### src/hdl/ngh_pkg.sv
package ngh_pkg;

    localparam int MAX_AXES   = 3;
    localparam int GRID_DEPTH = 4096;
    localparam int FRAC_BITS  = 8;
    localparam int COUNT_BITS = 32;

    localparam int COORD_W   = 24;
    localparam int SIZE_W    = 13;
    localparam int AXES_W    = 2;
    localparam int CFG_IDX_W = 2;
    localparam int CFG_W     = 13;
    localparam int OP_W      = 2;
    localparam int CNT_OUT_W = 32;
    localparam int ADDR_W    = $clog2(GRID_DEPTH);
    localparam int PTR_W     = ADDR_W + 1;
    localparam int BIN_W     = SIZE_W;
    localparam int MID_W     = 2 * SIZE_W;
    localparam int FLAT_W    = MID_W + SIZE_W;
    localparam int HALF      = (FRAC_BITS > 0) ? (1 << (FRAC_BITS - 1)) : 0;

    localparam int QUEUE_DEPTH = 4;
    localparam int Q_PTR_W     = $clog2(QUEUE_DEPTH);

    localparam logic [COUNT_BITS-1:0] COUNT_MAX = {COUNT_BITS{1'b1}};

    typedef enum logic [OP_W-1:0] {
        OP_ADD   = 2'd0,
        OP_READ  = 2'd1,
        OP_CLEAR = 2'd2,
        OP_NONE  = 2'd3
    } t_op;

    typedef enum logic [CFG_IDX_W-1:0] {
        CFG_AXES  = 2'd0,
        CFG_SIZE0 = 2'd1,
        CFG_SIZE1 = 2'd2,
        CFG_SIZE2 = 2'd3
    } t_cfg_idx;

    // what the back end has to do with one request
    typedef enum logic [1:0] {
        BK_ADD,
        BK_READ,
        BK_CLEAR,
        BK_ZERO
    } t_bk_op;

    typedef struct packed {
        t_bk_op              kind;
        logic [ADDR_W-1:0]   addr;
    } t_cmd;

    typedef enum logic [1:0] {
        ST_INIT,
        ST_IDLE,
        ST_WAIT,
        ST_SWEEP
    } t_bk_state;

endpackage

### src/hdl/ngh_fifo.sv
module ngh_fifo (
    input  logic           i_clk,
    input  logic           i_rst_n,
    input  logic           i_push,
    input  ngh_pkg::t_cmd  i_data,
    input  logic           i_pop,
    output ngh_pkg::t_cmd  o_data,
    output logic           o_full,
    output logic           o_empty
);

    ngh_pkg::t_cmd                r_mem [ngh_pkg::QUEUE_DEPTH];
    logic [ngh_pkg::Q_PTR_W-1:0]  r_wp, r_rp;
    logic [ngh_pkg::Q_PTR_W:0]    r_cnt;
    logic                         w_do_push, w_do_pop;

    assign o_full    = (r_cnt == (ngh_pkg::Q_PTR_W+1)'(ngh_pkg::QUEUE_DEPTH));
    assign o_empty   = (r_cnt == '0);
    assign w_do_push = i_push && !o_full;
    assign w_do_pop  = i_pop && !o_empty;
    assign o_data    = r_mem[r_rp];

    always_ff @(posedge i_clk) begin
        if (!i_rst_n) begin
            r_wp  <= '0;
            r_rp  <= '0;
            r_cnt <= '0;
        end else begin
            if (w_do_push) begin
                r_wp <= r_wp + 1'b1;
            end
            if (w_do_pop) begin
                r_rp <= r_rp + 1'b1;
            end
            if (w_do_push && !w_do_pop) begin
                r_cnt <= r_cnt + 1'b1;
            end else if (w_do_pop && !w_do_push) begin
                r_cnt <= r_cnt - 1'b1;
            end
        end
    end

    always_ff @(posedge i_clk) begin
        if (w_do_push) begin
            r_mem[r_wp] <= i_data;
        end
    end

endmodule

### config.mk
export PLATFORM = sky130hd
export DESIGN_NAME = ngh_fifo
export DESIGN_NICKNAME = d
export VERILOG_FILES = /design/src/hdl/ngh_pkg.sv /design/src/hdl/ngh_fifo.sv
export SDC_FILE = /design/constraint.sdc
export NUM_CORES = 1
export LEC_CHECK = 0
export BUFFER_PORTS_ARGS = -buffer_cell sky130_fd_sc_hd__buf_2
export CORE_UTILIZATION = 30
export CTS_BUF_LIST = sky130_fd_sc_hd__clkbuf_4
export DETAILED_ROUTE_END_ITERATION = 16
export MAX_ROUTING_LAYER = met4
export PLACE_DENSITY_LB_ADDON = 0.3
export SKIP_LAST_GASP = 1
export SLEW_MARGIN = 20
export SYNTH_ARGS = -nofsm -noshare
export SYNTH_HDL_FRONTEND = slang
export SYNTH_SLANG_ARGS = --single-unit
### constraint.sdc
create_clock -name i_clk -period 3.48 [get_ports i_clk]
set_input_delay 0.348 -clock i_clk [delete_from_list [all_inputs] [get_ports i_clk]]
set_output_delay 0.348 -clock i_clk [all_outputs]
set_load 0.005 [all_outputs]
==> results.rst <==
.. list-table::
   :header-rows: 1

   * - Metric
     - Value
   * - Run status
     - complete, no violations
   * - Summed instance area of the synthesized netlist
     - 0.002522 mm2
   * - Global placer's final weighted congestion
     - 0.6604
   * - Top-area cell type share of the netlist area
     - 66.67%
   * - First-pass GRT wire length
     - around 6400 um
   * - Leading cell types by total area after synthesis
     - edfxtp_1 67%, mux4_2 13%, dfxtp_1 7.1%, ha_1 2.5%, and2_1 2.0%
   * - CP Data Required Time
     - 3800 ps
   * - Starting utilization of the core area
     - about 31%
   * - Met2 global-route usage
     - 18.61%
   * - Primary flip-flop cell chosen by synthesis mapping
     - edfxtp_1
   * - CTS-repair resized insts
     - 0
   * - Hold depth
     - 1
   * - Sort of element at the start of the critical path
     - flop
   * - Type of element capturing the critical path
     - flop
   * - Worst EP arrival
     - ~2800 ps
   * - Antenna Diode Count
     - 0
   * - Max Buffers Root-to-Sink
     - 2
   * - Count of buffers added by post-CTS timing repair for setup
     - 0
   * - Initial drt markers
     - 59
   * - Vias in the first global route
     - roughly 1,300
   * - Number of antenna violations at the first check in global routing
     - 0
   * - Root cell of the clock tree
     - clkbuf_4
   * - Grt total ovfl
     - 0
   * - FF-to-FF path depth
     - 8
   * - Period utilisation layout
     - 71.33%
   * - Setup Skew
     - 11.55 ps
   * - List of cells traversed by the critical path
     - nor3b_2 > nor2b_1 > ha_1 > inv_1 > fa_1 > xor2_1 > or3_1 > a21boi_1
   * - Endpoint of the worst-slack reg-to-reg timing path
     - r_cnt[2]
   * - Antenna viol nets, final
     - 0
   * - Die width
     - 93.70 um
   * - Synthesized net count
     - ~150
   * - Routed wire length
     - 4178 um
   * - Maximum number of pins on one net before global-route repair
     - 15
   * - Maximum Capacitance Violations
     - 0
   * - Setup Viol. Count Final
     - 0
   * - Top cell types by occurrence after synthesis
     - 56 x edfxtp_1, 14 x mux4_2, 9 x dfxtp_1, 8 x and2_1, 5 x ha_1
   * - Start point of the worst hold path
     - i_data[2]
   * - Met1 demand-to-capacity share in global routing
     - 10.67%
   * - Total power consumption of the routed design
     - ~2.1 mW
   * - Remaining design rule violation count
     - 0
   * - Count of clock tree sinks
     - 65
   * - Clock edge transition at the registers on the reported setup and hold paths
     - 110 ps
   * - Most Used Layer, Global Route
     - met2
   * - Hold-fix buffer count after cts
     - 0
   * - Unrepaired setup endpoints after global routing
     - false
   * - Die Ht
     - 93.70 um
   * - Area of the die
     - 0.008779 mm2
   * - Standard cell with the maximum stage delay on the critical path
     - dfxtp_1
   * - Vias/cell
     - 4.444
   * - Slowest Stage Delay on Critical Path
     - 500 ps
   * - Hpwl dp
     - 2799 um
   * - Maximum clock frequency
     - 0.4029 GHz
   * - Mean cell area of the mapped netlist
     - 20.85 um2
   * - Yosys warnings
     - 0
   * - Later-pin clock latency in the skew report
     - 400 ps
   * - Maximum fanout along the worst path
     - 7
   * - Number of register bits inferred by synthesis
     - 65
   * - Time the final worst path needs with I/O delays and setup
     - 2482 ps
   * - Layout-stage area growth over the synthesis result
     - 17.26%
   * - Final nets
     - 184
   * - Distinct cell type count after synthesis
     - 23
   * - Buffers plus inverters on the worst setup path
     - 1
   * - Startpoint of the worst-slack reg-to-reg timing path
     - r_cnt[0]
   * - Average wire per cell in the routed design
     - 15.47 um
   * - Flop2flop setup slack
     - about 1000 ps
   * - Number of iterations in the first detailed-routing pass
     - 5
   * - Delay-heaviest family, CP
     - simple AND/OR/NAND/NOR gates
   * - Worst-margin pin slew
     - 965.4 ps
   * - Tot GR Track Use
     - between 10% and 20%
   * - Final Hold Violating Endpoints
     - 0
   * - Final setup TNS
     - 0 ps
   * - Gate count after technology mapping
     - 121
   * - Hold EP
     - r_mem[2][2]
   * - Core region area
     - 0.008175 mm2
   * - Cell area power density
     - 723.4 mW/mm2
   * - Std-Cell Rows
     - 33
   * - I/O pins
     - 34
   * - Top-count cell post-synth
     - edfxtp_1
   * - Number of slew-limit violations in the final report
     - 0
   * - TritonCTS clock tree
     - yes
   * - Yosys top cell by area
     - edfxtp_1
   * - Fraction of final layout cells with drive strength greater than 1
     - about two fifths
   * - Slew margin rel.
     - between 30% and 40%
   * - Cts bufs inserted
     - 9
   * - Met3 usage
     - 4.773%
   * - Number of flops mapped to enable cells by yosys
     - 56
   * - Ys async rst share
     - 0%
   * - CTS H-tree depth
     - 3
   * - Portion of the post-synthesis area used by sequential elements
     - 73.81%
   * - Vias after detailed routing
     - 1,200
   * - Largest vdd supply drop
     - 0.3305 mV
   * - HP Class
     - in -> reg
   * - Number of I/O port buffers
     - 33
   * - Leakage power figure
     - 1.021 nW
   * - Critical setup path kind
     - reg -> reg
==> kinds of logic (layout without fill, tap and decap cells) <==
logic type                 Yosys count  count (layout)  synth area share, %
AOI/OAI and AO/OA                    4               4                1.339
muxes                               17              17                13.69
DFF                                 65              65                73.81
xor gates and xnor gates             4               4                1.389
adders and majority gates            6               6                3.274
and+or+nand+nor                     17              17                4.018
buffers and inverters                8              52                2.480
==> per-stage QoR <==
stage / hold WS (ps) / setup slack, ps / area [um2] / util [%] / instances
after floorplan: 446.9 / 1464 / 2522 / - / 121
after global placement: 478.6 / 1256 / 2768 / 33.85 / 254
after detailed placement: 495.8 / 955.4 / 2768 / 33.85 / 254
after CTS: 138.9 / 894.6 / 2958 / 36.18 / 270
after global routing: 122.6 / 779.9 / 2958 / 36.18 / 270
final: 163.9 / 997.9 / 2958 / 36.18 / 270
==> where the power goes <==
group          leakage [nW]  internal (mW)  switching (mW)  total (mW)
Clock                0.0972          0.376           0.269       0.645
Combinational         0.337          0.258           0.185       0.443
Sequential            0.587          0.952          0.0997        1.05
==> sequential cells by signal, indices dropped and copies added, names as in the netlist, named ones only <==
name	flops
r_wp	2
r_rp	2
r_cnt	3
r_mem	56
==> worst max path at each step <==
stage	start	cells after the start	endpoint	slack [ps]
floorplan	r_cnt[0]	9	r_cnt[2]	1460
global placement	r_cnt[0]	8	r_cnt[2]	1260
detailed placement	r_cnt[0]	8	r_cnt[2]	960
CTS	flop	2	o_data[10]	890
global route	r_cnt[0]	8	r_cnt[2]	780
finish	r_cnt[0]	8	r_cnt[2]	1000
==> routing by layer <==
layer,wire (um),up-vias
met3,310,6
met1,1590,602
met5,0,-
met2,2230,38
li1,-,554
met4,46,0
==> placed cells by master (no fill, tap or decap) <==
cell / instances
inv_6: 1
and2_1: 8
nor3b_2: 1
a21boi_1: 1
o21ai_0: 1
nor2b_1: 2
xor2_1: 1
xnor2_1: 3
clkinvlp_4: 1
or3_1: 1
edfxtp_1: 56
o31ai_2: 1
buf_2: 33
ha_1: 5
clkbuf_4: 10
clkinv_4: 1
fa_1: 1
mux2i_1: 3
nor3_1: 1
bufinv_16: 3
dfxtp_1: 9
inv_1: 3
o311ai_1: 1
nand2_1: 4
mux4_2: 14
==> cell type report <==
cell class	count	area [um2]
Clock buffer	10	75.07
Timing Repair Buffer	33	165.2
Sequential cell	65	1862
Clock inverter	6	115.1
Fill cell	783	5218
Tap cell	105	131.4
Multi-Input combinational cell	48	598.1
Inverter	3	11.26
(Power assumes the default switching activity.)
