--- src/hdl/ngh_pkg.sv ---
package ngh_pkg;

    localparam int MAX_AXES   = 3;
    localparam int GRID_DEPTH = 4096;
    localparam int FRAC_BITS  = 8;
    localparam int COUNT_BITS = 32;

    localparam int COORD_W   = 24;
    localparam int SIZE_W    = 13;
    localparam int AXES_W    = 2;
    localparam int CFG_IDX_W = 2;
    localparam int CFG_W     = 13;
    localparam int OP_W      = 2;
    localparam int CNT_OUT_W = 32;
    localparam int ADDR_W    = $clog2(GRID_DEPTH);
    localparam int PTR_W     = ADDR_W + 1;
    localparam int BIN_W     = SIZE_W;
    localparam int MID_W     = 2 * SIZE_W;
    localparam int FLAT_W    = MID_W + SIZE_W;
    localparam int HALF      = (FRAC_BITS > 0) ? (1 << (FRAC_BITS - 1)) : 0;

    localparam int QUEUE_DEPTH = 4;
    localparam int Q_PTR_W     = $clog2(QUEUE_DEPTH);

    localparam logic [COUNT_BITS-1:0] COUNT_MAX = {COUNT_BITS{1'b1}};

    typedef enum logic [OP_W-1:0] {
        OP_ADD   = 2'd0,
        OP_READ  = 2'd1,
        OP_CLEAR = 2'd2,
        OP_NONE  = 2'd3
    } t_op;

    typedef enum logic [CFG_IDX_W-1:0] {
        CFG_AXES  = 2'd0,
        CFG_SIZE0 = 2'd1,
        CFG_SIZE1 = 2'd2,
        CFG_SIZE2 = 2'd3
    } t_cfg_idx;

    // what the back end has to do with one request
    typedef enum logic [1:0] {
        BK_ADD,
        BK_READ,
        BK_CLEAR,
        BK_ZERO
    } t_bk_op;

    typedef struct packed {
        t_bk_op              kind;
        logic [ADDR_W-1:0]   addr;
    } t_cmd;

    typedef enum logic [1:0] {
        ST_INIT,
        ST_IDLE,
        ST_WAIT,
        ST_SWEEP
    } t_bk_state;

endpackage

--- src/hdl/ngh_front.sv ---
module ngh_front (
    input  logic                                  i_clk,
    input  logic                                  i_rst_n,
    input  logic                                  i_take,
    input  logic [ngh_pkg::OP_W-1:0]              i_op,
    input  logic signed [ngh_pkg::COORD_W-1:0]    i_coord_a,
    input  logic signed [ngh_pkg::COORD_W-1:0]    i_coord_b,
    input  logic signed [ngh_pkg::COORD_W-1:0]    i_coord_c,
    input  logic [ngh_pkg::ADDR_W-1:0]            i_read_bin,
    input  logic [ngh_pkg::AXES_W-1:0]            i_active_axes,
    input  logic [ngh_pkg::SIZE_W-1:0]            i_size0,
    input  logic [ngh_pkg::SIZE_W-1:0]            i_size1,
    input  logic [ngh_pkg::SIZE_W-1:0]            i_size2,
    input  logic                                  i_full,
    output logic                                  o_push,
    output ngh_pkg::t_cmd                         o_cmd,
    output logic                                  o_stall
);

    // {in range, rounded bin}; halves go away from zero
    function automatic logic [ngh_pkg::BIN_W:0] ax_round(
        input logic signed [ngh_pkg::COORD_W-1:0] x,
        input logic [ngh_pkg::SIZE_W-1:0]         size
    );
        logic [ngh_pkg::COORD_W-1:0] mag;
        logic [ngh_pkg::COORD_W:0]   sum;
        logic [ngh_pkg::COORD_W:0]   rnd;
        logic                        ok;
        mag = x[ngh_pkg::COORD_W-1] ? ngh_pkg::COORD_W'(-x) : ngh_pkg::COORD_W'(x);
        sum = {1'b0, mag} + (ngh_pkg::COORD_W+1)'(ngh_pkg::HALF);
        rnd = sum >> ngh_pkg::FRAC_BITS;
        // negative input that rounds to zero still lands on bin 0
        ok  = (!x[ngh_pkg::COORD_W-1] || (rnd == '0))
              && (rnd < (ngh_pkg::COORD_W+1)'(size));
        return {ok, rnd[ngh_pkg::BIN_W-1:0]};
    endfunction

    logic [ngh_pkg::AXES_W-1:0]  w_axes;
    logic [ngh_pkg::BIN_W:0]     w_ax0, w_ax1, w_ax2;
    logic                        w_adv;

    logic                        r_v1, r_v2, r_v3;
    ngh_pkg::t_op                r_op1, r_op2, r_op3;
    logic                        r_ok1, r_ok2, r_ok3;
    logic [ngh_pkg::BIN_W-1:0]   r_b0, r_b1, r_b2, r_b2b;
    logic [ngh_pkg::SIZE_W-1:0]  r_s1, r_s2, r_s2b;
    logic [ngh_pkg::ADDR_W-1:0]  r_rb1, r_rb2, r_rb3;
    logic [ngh_pkg::MID_W-1:0]   r_mid;
    logic [ngh_pkg::FLAT_W-1:0]  r_flat;

    logic                        n_ok1;
    logic [ngh_pkg::BIN_W-1:0]   n_b1, n_b2;
    logic [ngh_pkg::SIZE_W-1:0]  n_s1, n_s2;
    logic [ngh_pkg::MID_W-1:0]   n_mid;
    logic [ngh_pkg::FLAT_W-1:0]  n_flat;

    always_comb begin
        w_axes = (i_active_axes == '0) ? ngh_pkg::AXES_W'(1) : i_active_axes;
        if ({1'b0, w_axes} > (ngh_pkg::AXES_W+1)'(ngh_pkg::MAX_AXES)) begin
            w_axes = ngh_pkg::AXES_W'(ngh_pkg::MAX_AXES);
        end
    end

    assign w_ax0 = ax_round(i_coord_a, i_size0);
    assign w_ax1 = ax_round(i_coord_b, i_size1);
    assign w_ax2 = ax_round(i_coord_c, i_size2);

    // unused axes act as size 1, bin 0 so the flattening needs no special case
    always_comb begin
        n_ok1 = w_ax0[ngh_pkg::BIN_W];
        n_b1  = '0;
        n_b2  = '0;
        n_s1  = ngh_pkg::SIZE_W'(1);
        n_s2  = ngh_pkg::SIZE_W'(1);
        if (w_axes >= ngh_pkg::AXES_W'(2)) begin
            n_ok1 = n_ok1 && w_ax1[ngh_pkg::BIN_W];
            n_b1  = w_ax1[ngh_pkg::BIN_W-1:0];
            n_s1  = i_size1;
        end
        if (w_axes >= ngh_pkg::AXES_W'(3)) begin
            n_ok1 = n_ok1 && w_ax2[ngh_pkg::BIN_W];
            n_b2  = w_ax2[ngh_pkg::BIN_W-1:0];
            n_s2  = i_size2;
        end
    end

    assign n_mid  = r_b0 * r_s1 + ngh_pkg::MID_W'(r_b1);
    assign n_flat = r_mid * r_s2b + ngh_pkg::FLAT_W'(r_b2b);

    assign o_stall = r_v3 && i_full;
    assign o_push  = r_v3 && !i_full;
    assign w_adv   = !o_stall;

    always_ff @(posedge i_clk) begin
        if (!i_rst_n) begin
            r_v1 <= 1'b0;
            r_v2 <= 1'b0;
            r_v3 <= 1'b0;
        end else if (w_adv) begin
            r_v1 <= i_take;
            r_v2 <= r_v1;
            r_v3 <= r_v2;
        end
    end

    always_ff @(posedge i_clk) begin
        if (w_adv) begin
            r_op1  <= ngh_pkg::t_op'(i_op);
            r_ok1  <= n_ok1;
            r_b0   <= w_ax0[ngh_pkg::BIN_W-1:0];
            r_b1   <= n_b1;
            r_b2   <= n_b2;
            r_s1   <= n_s1;
            r_s2   <= n_s2;
            r_rb1  <= i_read_bin;

            r_op2  <= r_op1;
            r_ok2  <= r_ok1;
            r_mid  <= n_mid;
            r_b2b  <= r_b2;
            r_s2b  <= r_s2;
            r_rb2  <= r_rb1;

            r_op3  <= r_op2;
            r_ok3  <= r_ok2;
            r_flat <= n_flat;
            r_rb3  <= r_rb2;
        end
    end

    always_comb begin
        o_cmd.kind = ngh_pkg::BK_ZERO;
        o_cmd.addr = '0;
        unique case (r_op3)
            ngh_pkg::OP_ADD: begin
                if (r_ok3 && (r_flat < ngh_pkg::FLAT_W'(ngh_pkg::GRID_DEPTH))) begin
                    o_cmd.kind = ngh_pkg::BK_ADD;
                    o_cmd.addr = r_flat[ngh_pkg::ADDR_W-1:0];
                end
            end
            ngh_pkg::OP_READ: begin
                o_cmd.kind = ngh_pkg::BK_READ;
                o_cmd.addr = r_rb3;
            end
            ngh_pkg::OP_CLEAR: begin
                o_cmd.kind = ngh_pkg::BK_CLEAR;
            end
            ngh_pkg::OP_NONE: begin
                o_cmd.kind = ngh_pkg::BK_ZERO;
            end
            default: begin
                o_cmd.kind = ngh_pkg::BK_ZERO;
            end
        endcase
    end

endmodule

--- config.mk ---
export PLATFORM = sky130hd
export DESIGN_NAME = ngh_front
export DESIGN_NICKNAME = d
export VERILOG_FILES = /design/src/hdl/ngh_pkg.sv /design/src/hdl/ngh_front.sv
export SDC_FILE = /design/constraint.sdc
export NUM_CORES = 2
export LEC_CHECK = 0
export BUFFER_PORTS_ARGS = -buffer_cell sky130_fd_sc_hd__buf_2
export CORE_MARGIN = 1
export CORE_UTILIZATION = 55
export DETAILED_ROUTE_END_ITERATION = 16
export GPL_ROUTABILITY_DRIVEN = 0
export PLACE_DENSITY = 0.74
export SLEW_MARGIN = 20
export SYNTH_ARGS = -nofsm -noshare
export SYNTH_HDL_FRONTEND = slang
export SYNTH_SLANG_ARGS = --single-unit
--- constraint.sdc ---
create_clock -name i_clk -period 9.9 [get_ports i_clk]
set_input_delay 0 -clock i_clk [delete_from_list [all_inputs] [get_ports i_clk]]
set_output_delay 0 -clock i_clk [all_outputs]
set_load 0.02 [all_outputs]
==> summary.txt <==
Power
  – Power Dens Cells: 369 nW/um^2
  – Clock network power share: 0.081
  – P_leak: 14.4 nW
  – Internal power: 5.61 mW
  – Sw frac: 0.489
  – Combinational power share: 0.748
  – Switch Pwr: 5.36 mW
  – Flop pwr share: 0.171
  – Worst vdd ir: 0.351 mV

Clocking
  – Clock Latency Late Sink: 0.57 ns
  – CTS H-tree lvls: 1
  – Cts bufs inserted: 23
  – Max clock buf depth: 3
  – Clock-pin slew on the worst setup and hold paths: 0.06 ns
  – Sink Count: 204
  – Clock Tree Root: clkbuf_16
  – CTS tree: built

Timing
  – Slew Limit Fails: 0
  – Hold_ws: 0.0586 ns
  – Relative slew slack: 0.338
  – Max Clk Rate: 127 MHz
  – Final worst setup slack: 2.01 ns
  – Final setup skew: 0.0276 ns
  – Period minus WS final: 7.89 ns
  – Post-Route Setup TNS: 0 ns
  – Worst slew pin tran: 0.993 ns
  – Final worst path period share: 0.797
  – RSZ-0062 raised after global routing: no
  – Setup violators final: 0
  – Final hold vios: 0

Global routing
  – GRT Util Overall: 0.244
  – First-pass GRT wire length: 99500 um
  – Overflow after GRT: 0
  – Antenna violations before repair: 1
  – Vias in the first global route: 20700
  – Largest net degree at the start of global routing: 78

Yosys
  – EDFF count, synth: 201
  – Post-synth cell types: 78
  – Commonest cells in the netlist: inv_1 (471), fa_1 (403), nand2_1 (342)
  – Share of the synthesized area in the top cell type: 0.297
  – Dominant cell type by area after synthesis: fa_1
  – Syn_nets: 3537
  – Yosys warning count: 0
  – Async set-reset flop share out of synthesis: 0
  – Mapped Cells: 2758
  – Top-count cell post-synth: inv_1
  – Syn Area/Cell: 9.84 sq um
  – Ys flop type: edfxtp_1
  – Synth area leaders: fa_1 (30%), edfxtp_1 (22%), ha_1 (11%)
  – Register bit total from synthesis: 204
  – Post-synthesis cell area: 27100 sq um
  – Seq/Total Area, Yosys: 0.225

Critical path
  – Crit path top cell by count: fa_1
  – CP max-delay cell: edfxtp_1
  – Crit path kind: register to register
  – CP required: 10.20 ns
  – Max incr delay on CP: 1.00 ns
  – CP Cell Sequence: nand2_1 -> fa_1 -> fa_1 -> inv_1 -> fa_1 -> fa_1 -> fa_1 -> inv_1 -> fa_1 -> inv_1 -> ha_1 -> a211oi_1 -> o31ai_1 -> a221o_1 -> or3_1 -> a221o_1 -> o31ai_1 -> a211oi_1 -> o41ai_1 -> nand2_1 -> o211a_1
  – CP Capture Type: register
  – Critical path peak fanout: 26
  – Arrival time at the worst endpoint: 8.18 ns
  – Worst Setup Start Kind: register

Final layout
  – Area Growth Syn to Fin: 9.60%
  – Post-layout nets: 3666
  – FF+latch area: 6100 sq um
  – Final non-filler cell total: 3569
  – Share of layout cells above drive strength 1: 0.0723
  – Area occupied by multi-input gates: 18800 sq um
  – Filler cells: 3955
  – Cell area after layout: 29700 sq um

Die
  – Die height: 224 um
  – Initial Util: 0.555
  – Ports: 147
  – Die width: 224 um
  – Total core area: 48800 sq um
  – Die area: 50200 sq um
  – Row count: 81

Placement
  – Post-DP Area: 28200 sq um
  – Placed cell count: 3455
  – DP Wirelength: 46900 um
  – PortBufs: 146
  – DP Worst Slack: 2.14 ns

Drt
  – Drt drc: 0
  – Via count: 19700
  – DR vias/cell: 5.52
  – Antenna-violating nets left: 0
  – DRT Pass-1 Iters: 5
  – DR WL/cell: 16.8 um
  – 1st-iter DRT viols: 1330
  – WL final: 59800 um

Job
  – Max Cap Viol: 0

Outcome
  – Status: completed

Min path
  – HP Class: input pin to register
## repair_timing
item | CTS | global route
endpoints found under the hold margin | 66 | 0
hold buffers | 71 | 0
resized for setup | 0 | 0
setup buffers | 0 | 0
## per-stage QoR
step           power (mW)   util
6_report             11.0  0.609
5_1_grt              12.2  0.609
4_1_cts              11.0  0.609
3_5_place_dp         9.99  0.578
3_3_place_gp         9.72  0.578
2_1_floorplan        8.21      -
## worst paths after layout
kind,start,to,slack [ns],cells after the start
worst max-delay path,r_s2b[8]$_DFFE_PN_,r_flat[38]$_DFFE_PN_,2.01,21
worst min-delay path,i_coord_c[14],r_b2[8]$_SDFFCE_PN0N_,0.06,4
worst max register to register,r_s2b[8]$_DFFE_PN_,r_flat[38]$_DFFE_PN_,2.01,21
worst min register to register,r_rb2[8]$_DFFE_PN_,r_rb3[8]$_DFFE_PN_,0.42,0
## layout make-up
cell class	count	share of cell area
Inverter	471	0.0595
Clock buffer	26	0.0197
Sequential cell	204	0.205
Tap cell	664	0.0279
Clock inverter	16	0.00665
Timing Repair Buffer	219	0.0490
Antenna cell	1	0.0000842
Multi-Input combinational cell	1968	0.632
## sequential cells by signal, indices dropped and copies added, names as in the netlist, 12 cells and up
| signal | cells |
|---|---|
| r_b0 | 13 |
| r_s1 | 13 |
| r_mid | 26 |
| r_flat | 39 |
| r_b2 | 13 |
| r_rb2 | 12 |
| r_b2b | 13 |
| r_rb1 | 12 |
| r_b1 | 13 |
| r_rb3 | 12 |
| r_s2 | 13 |
| r_s2b | 13 |
## power groups by stage
| stage | logic [mW] | registers, mW | clock network, mW |
|---|---|---|---|
| detailed placement | 8.12 | 1.88 | 0 |
| floorplan | 6.60 | 1.61 | 0 |
| finish | 8.20 | 1.87 | 0.890 |
| global route | 9.35 | 1.90 | 0.934 |
| global placement | 7.85 | 1.87 | 0 |
| CTS | 8.22 | 1.86 | 0.904 |
## kinds of logic (layout without fill, tap and decap cells)
kind of cell | count (synthesis) | count (layout) | synth area share
other cells | 0 | 1 | 0
mux | 6 | 6 | 0.00231
simple gates | 904 | 904 | 0.167
compound gates | 301 | 301 | 0.0767
fa+ha+maj | 649 | 649 | 0.411
buf+inv | 586 | 732 | 0.0833
xor+xnor | 108 | 108 | 0.0349
flops | 204 | 204 | 0.225
## cells in the final DEF, fill, tap and decap left out, drive strengths merged, types with 8 or more instances in the layout
master       netlist  routed
nand2            342     342
ha               245     245
clkinv             0       8
fa               403     403
or3               17      17
nor2              95      95
and3              13      13
xor2              32      32
o31ai             10      10
nor4              13      13
edfxtp           201     201
clkbuf           110      26
nand4             18      18
o21a              15      15
or2                9       9
nor3              40      40
nor2b             22      22
inv              471     474
dlygate4sd3        0      71
a211oi            17      17
or4               10      10
a21o              34      34
and2             264     264
o41ai              8       8
buf                5     148
o21bai             8       8
o211ai            16      16
xnor2             76      76
o21ai             45      45
nand2b            15      15
a22o              16      16
a31oi             11      11
nand3             29      29
a21oi             67      67
## metal layers
metal	part of all wire	up-vias	routed length (um)	track usage
met5	0	-	0	0
met4	0.027	0	1600	0.0709
met3	0.064	123	3800	0.0338
met2	0.48	707	28900	0.419
met1	0.43	9739	25500	0.323
li1	-	9144	-	-
## critical path: cells and delay by family, from the launching register on
| kind | cells | cell delay (ns) |
|---|---|---|
| AOI/OAI and AO/OA | 8 | 2.36 |
| adders and majority gates | 7 | 3.32 |
| buffers and inverters | 3 | 0.17 |
| DFF | 1 | 1.00 |
| and+or+nand+nor | 3 | 0.76 |
(Power assumes the default switching activity.)
